===== config.mk =====
export PLATFORM = sky130hd
export DESIGN_NAME = dfpm_div_stage
export DESIGN_NICKNAME = d
export VERILOG_FILES = /design/src/dfpm_pkg.sv /design/src/dfpm_div_stage.sv
export SDC_FILE = /design/constraint.sdc
export NUM_CORES = 2
export LEC_CHECK = 0
export BUFFER_PORTS_ARGS = -buffer_cell sky130_fd_sc_hd__buf_4
export CAP_MARGIN = 15
export CORE_AREA = 2 2 607 307
export CTS_CLUSTER_DIAMETER = 40
export CTS_CLUSTER_SIZE = 16
export DETAILED_ROUTE_END_ITERATION = 6
export DIE_AREA = 0 0 609 309
export PLACE_DENSITY = 0.58
export SYNTH_ARGS = -nofsm -noshare
export SYNTH_HDL_FRONTEND = slang
export SYNTH_SLANG_ARGS = --single-unit

===== constraint.sdc =====
create_clock -name clk -period 19.6 [get_ports clk]
set_input_delay 0.98 -clock clk [delete_from_list [all_inputs] [get_ports clk]]
set_output_delay 0.98 -clock clk [all_outputs]
set_load 0.01 [all_outputs]

===== src/dfpm_pkg.sv =====
// ----------------------------------------------------------------------------
// dfpm_pkg: shared types and constants
// Widths, the decimal scale divisor and the array types used by the
// multiply pipeline stages.
// ----------------------------------------------------------------------------
package dfpm_pkg;

  localparam int OPER_LIMBS = 6;
  localparam int LIMB_W     = 32;
  localparam int PP_W       = 2 * LIMB_W;
  localparam int ROW_W      = 224;
  localparam int PAIR_W     = 256;
  localparam int PART_W     = 320;
  localparam int PROD_W     = 384;
  localparam int QUO_W      = 291;
  localparam int REM_W      = 94;

  // Long division by the scale works on 16-bit quotient digits. The top 80
  // product bits are below the divisor and seed the remainder, so 19 digit
  // steps cover the remaining 304 bits.
  localparam int DIG_W      = 16;
  localparam int STEPS      = 19;
  localparam int WORK_W     = STEPS * DIG_W;
  localparam int CUR_W      = REM_W + DIG_W;
  localparam int EST_W      = LIMB_W + 17;
  localparam int MUL_W      = DIG_W + LIMB_W;

  // Ten to the 28th, the fixed-point scale.
  localparam logic [REM_W-1:0] DIVISOR = 94'd10000000000000000000000000000;

  // floor(2^110 / 10^28): scales the top 32 bits of a partial dividend into a
  // digit estimate that is at most one below the true digit.
  localparam logic [16:0] RECIP = 17'd129807;

  typedef logic [LIMB_W-1:0]                             limb_t;
  typedef logic [OPER_LIMBS-1:0][LIMB_W-1:0]             oper_t;
  typedef logic [OPER_LIMBS-1:0][OPER_LIMBS-1:0][PP_W-1:0] pp_arr_t;
  typedef logic [PROD_W-1:0]                             prod_t;
  typedef logic [QUO_W-1:0]                              quo_t;
  typedef logic [REM_W-1:0]                              rem_t;
  typedef logic [WORK_W-1:0]                             work_t;

endpackage


===== src/dfpm_div_stage.sv =====
// ----------------------------------------------------------------------------
// dfpm_div_stage: one radix-2^16 long-division step by the scale
// Brings the next 16 dividend bits into the remainder, estimates the quotient
// digit by a reciprocal multiply, subtracts the digit's divisor multiple and
// corrects the digit by one when the remainder is still too large. Three
// register stages.
// ----------------------------------------------------------------------------
module dfpm_div_stage (
  input  logic            clk,
  input  logic            rst_n,
  input  logic            valid_in,
  input  dfpm_pkg::rem_t  rem_in,
  input  dfpm_pkg::work_t work_in,
  output logic            valid_out,
  output dfpm_pkg::rem_t  rem_out,
  output dfpm_pkg::work_t work_out
);

  logic [2:0]                    valid_r;
  logic [dfpm_pkg::CUR_W-1:0]    cur_nxt, cur_a_r, cur_b_r;
  logic [dfpm_pkg::LIMB_W-1:0]   top_nxt;
  logic [dfpm_pkg::EST_W-1:0]    est_nxt;
  logic [dfpm_pkg::DIG_W-1:0]    q_nxt, q_a_r, q_b_r;
  logic [dfpm_pkg::MUL_W-1:0]    m0_nxt, m1_nxt, m2_nxt, m0_r, m1_r, m2_r;
  logic [dfpm_pkg::CUR_W-1:0]    qd, diff0;
  logic [dfpm_pkg::CUR_W:0]      diff1;
  logic                          fits;
  dfpm_pkg::work_t               work_a_r, work_b_r, work_r, work_nxt;
  dfpm_pkg::rem_t                rem_r, rem_nxt;

  always_comb begin
    // Estimate: the true digit is this value or one more.
    cur_nxt = {rem_in, work_in[dfpm_pkg::WORK_W-1 -: dfpm_pkg::DIG_W]};
    top_nxt = cur_nxt[dfpm_pkg::CUR_W-1 -: dfpm_pkg::LIMB_W];
    est_nxt = dfpm_pkg::EST_W'(top_nxt) * dfpm_pkg::EST_W'(dfpm_pkg::RECIP);
    q_nxt   = est_nxt[dfpm_pkg::EST_W-2 -: dfpm_pkg::DIG_W];

    // Divisor multiple, one 32-bit divisor limb at a time.
    m0_nxt = dfpm_pkg::MUL_W'(q_a_r) * dfpm_pkg::MUL_W'(dfpm_pkg::DIVISOR[31:0]);
    m1_nxt = dfpm_pkg::MUL_W'(q_a_r) * dfpm_pkg::MUL_W'(dfpm_pkg::DIVISOR[63:32]);
    m2_nxt = dfpm_pkg::MUL_W'(q_a_r)
           * dfpm_pkg::MUL_W'(dfpm_pkg::DIVISOR[dfpm_pkg::REM_W-1:64]);

    // Both candidate remainders are formed side by side; the second one is
    // taken when it does not go negative.
    qd    = dfpm_pkg::CUR_W'(m0_r) + dfpm_pkg::CUR_W'({m1_r, 32'b0})
          + dfpm_pkg::CUR_W'({m2_r, 64'b0});
    diff0 = cur_b_r - qd;
    diff1 = {1'b0, cur_b_r} - {1'b0, qd}
          - (dfpm_pkg::CUR_W+1)'(dfpm_pkg::DIVISOR);
    fits  = !diff1[dfpm_pkg::CUR_W];
    rem_nxt  = fits ? dfpm_pkg::REM_W'(diff1) : dfpm_pkg::REM_W'(diff0);
    work_nxt = {work_b_r[dfpm_pkg::WORK_W-1:dfpm_pkg::DIG_W],
                q_b_r + dfpm_pkg::DIG_W'(fits)};
  end

  always_ff @(posedge clk) begin
    if (!rst_n) begin
      valid_r <= '0;
    end else begin
      valid_r <= {valid_r[1:0], valid_in};
    end
  end

  always_ff @(posedge clk) begin
    cur_a_r  <= cur_nxt;
    q_a_r    <= q_nxt;
    work_a_r <= {work_in[dfpm_pkg::WORK_W-dfpm_pkg::DIG_W-1:0], {dfpm_pkg::DIG_W{1'b0}}};
    cur_b_r  <= cur_a_r;
    q_b_r    <= q_a_r;
    work_b_r <= work_a_r;
    m0_r     <= m0_nxt;
    m1_r     <= m1_nxt;
    m2_r     <= m2_nxt;
    rem_r    <= rem_nxt;
    work_r   <= work_nxt;
  end

  assign valid_out = valid_r[2];
  assign rem_out   = rem_r;
  assign work_out  = work_r;

endmodule


==> qor.yml <==
outcome:
  status: "finished, final reports clean"
critical_path:
  worst_setup_path_end_kind: "register"
  r2r-end: "work_out[14]"
  rr_worst_depth: 32
  regToRegSetupSlack_ns: 10.03
  critPathMaxStageDelay_ns: 0.91
  worst-path-max-fanout: 94
  critPathSlowestCell: "buf_4"
  cp-start-kind: "register"
  crit_type: "register to register"
  arrival_ns: 10.20
  r2r-start: "m2_r[1]"
  required_ns: 20.23
  crit_top_cell: "ha_1"
  cp_num_buf_inv: 4
  cp_top_family: "compound AO/OA/AOI/OAI gates"
worst_hold_path:
  whs_path_depth: 0
  holdCritPathClass: "register to register"
  holdPathEnd: "work_b_r[116]"
  hp-start: "work_a_r[116]"
grt:
  antenna_found_initial: 1
  grt_pass1_vias: 42990
  track_usage: 0.1785
  grt_max_degree: 95
  grt_overflow: 0
  grt_pass1_wl_mm: 256.6
sta:
  finalHoldViolCount: 0
  setup_tns_ns: 0
  finalSetupViolCount: 0
  tightest_slew_ns: 1.141
  period_share: 0.4880
  min_period_ns: 9.565
  final_max_slew_viol_count: 0
  slew_headroom: 0.2314
  rsz0062_at_grt: "no"
  finClkSkew_ns: 0.07840
  fmax_mhz: 104.5
run:
  maxCapViolCount: 0
placed_design:
  post-dp-hpwl_mm: 141.2
  dp.cells: 9033
  portBuffers: 799
  place.gp.congestion: 0.9357
yosys:
  yosys_register_bits: 1314
  syn_inst: 5852
  ys_warn_count: 0
  syn-mean-instance-area_um2: 10.90
  yosysUniqueCellTypes: 94
  ys_dominant_reg_cell: "dfxtp_1"
  async_reset_ff_frac: 0
  ys_seq_area_frac: 0.4124
  syn_nets: 7532
  synth_area_um2: 63780
  synth_edf_count: 0
route:
  num_vias: 42530
  routed_wl_mm: 171.0
  drt-initial-drc-count: 2429
  dr.pass1.iters: 5
  route.detailed.drc: 0
  post_drt_wl_per_cell_um: 18.56
  routed_via_density: 4.616
  antenna_left: 0
finish:
  area_growth_pct: 20.03
  drive_gt1_frac: 0.1541
  final_common_cell: "dfxtp_1"
  final_util: 0.4195
  stdcell_count: 9214
  fin_nets: 8404
  final_cell_mix: "1,312 x dfxtp_1, 990 x inv_1, 821 x buf_4"
floorplanning:
  die_h_um: 309
  die_area_um2: 188200
  die_x_um: 609
  placementRows: 111
  io_pins: 800
  start_util: 0.3495
  coreArea_um2: 182500
cts:
  clkTransAtPathRegs_ns: 0.07
  postCtsSetupBuffers: 0
  cts.sinks: 1314
  cts_tree: "yes"
  cts_htree_levels: 3
  clock_latency_ns: 0.77
  cts-root-buf: "clkbuf_16"
  clock_path_buffers: 3
  cts_resized: 0
  cts_buffers: 118
  ctsHoldBuffers: 0
worst max-delay path by stage:
stage,startpoint,cells after the start,slack (ns),to
after detailed placement,m2_r[1],32,10.13,work_out[14]
after global placement,m2_r[1],32,10.12,work_out[14]
after CTS,m2_r[1],32,10.06,work_out[14]
after global routing,m2_r[1],32,9.27,work_out[12]
final,m2_r[1],32,10.03,work_out[14]
after floorplan,rem_in[71],23,12.41,q_a_r[9]
registers in the layout, indices dropped and copies added, names as in the netlist:
register,cells
work_b_r,288
work_a_r,288
m1_r,45
m0_r,11
q_a_r,16
m2_r,45
cur_b_r,110
cur_a_r,110
rem_out,94
valid_r,3
work_out,304
per-stage QoR:
| step | hold slack (ns) | cell area, µm² | setup WS [ns] |
|---|---|---|---|
| after detailed placement | 0.3121 | 72680 | 10.13 |
| after CTS | 0.2335 | 76540 | 10.06 |
| after global placement | 0.3095 | 72680 | 10.12 |
| after floorplan | 0.3096 | 63780 | 12.41 |
| after global routing | 0.2394 | 76550 | 9.266 |
| final | 0.2901 | 76550 | 10.03 |
final cells by class:
class / instances / area, µm²
Fill cell: 17620 / 105900
Sequential cell: 1314 / 26310
Tap cell: 2429 / 3039
Clock inverter: 51 / 798.3
Timing Repair Buffer: 821 / 6163
Antenna cell: 4 / 10.01
Clock buffer: 126 / 3064
Inverter: 994 / 3731
Multi-Input combinational cell: 3475 / 33440
cell usage after synthesis, types with 14 or more instances:
| master | number | area, µm² |
|---|---|---|
| and2_1 | 29 | 181.4 |
| nand3_1 | 87 | 435.4 |
| a21oi_1 | 324 | 1622 |
| o21bai_1 | 55 | 412.9 |
| nor2_1 | 193 | 724.4 |
| nand2_1 | 250 | 938.4 |
| o21a_1 | 24 | 180.2 |
| and3_1 | 37 | 231.5 |
| xnor2_1 | 230 | 2014 |
| ha_1 | 757 | 9472 |
| inv_1 | 990 | 3716 |
| o21ai_0 | 151 | 755.7 |
| a31oi_1 | 34 | 212.7 |
| a221oi_1 | 14 | 122.6 |
| nor2b_1 | 45 | 281.5 |
| nor3_1 | 57 | 285.3 |
| xor2_1 | 111 | 972.2 |
| fa_1 | 522 | 10450 |
| buf_2 | 21 | 105.1 |
| o31ai_1 | 22 | 165.2 |
| nand4_1 | 61 | 381.6 |
| o21ai_1 | 75 | 375.4 |
| nor4_1 | 22 | 137.6 |
| a21o_1 | 133 | 998.5 |
| clkbuf_1 | 44 | 165.2 |
| dfxtp_1 | 1314 | 26310 |
| and4_1 | 14 | 122.6 |
| nand2b_1 | 37 | 231.5 |
worst reg2reg max path: cells and delay by family (launching register included):
kind / cells / cell delay (ns)
buffers and inverters: 4 / 1.18
adders and majority gates: 5 / 1.19
xor gates and xnor gates: 3 / 1.15
DFF: 1 / 0.40
and+or+nand+nor: 9 / 2.73
AOI/OAI and AO/OA: 11 / 2.83
routing by layer:
layer	track usage	vias up	wire length, µm
li1	-	20760	-
met1	0.2127	20680	69770
met2	0.3319	868	89490
met3	0.02670	217	6996
met4	0.05158	0	4757
met5	0	-	0
logic make-up after synthesis:
kind of cell / after synthesis / share of synthesized area
AOI/OAI and AO/OA: 963 / 0.09536
buffers and inverters: 1063 / 0.06326
adders and majority gates: 1279 / 0.3123
DFF: 1314 / 0.4124
xor gates and xnor gates: 342 / 0.04726
muxes: 7 / 0.001099
and+or+nand+nor: 884 / 0.06825
Power is not shown: default switching activity piles up to over one toggle a cycle in this logic, so the estimate is an artifact.
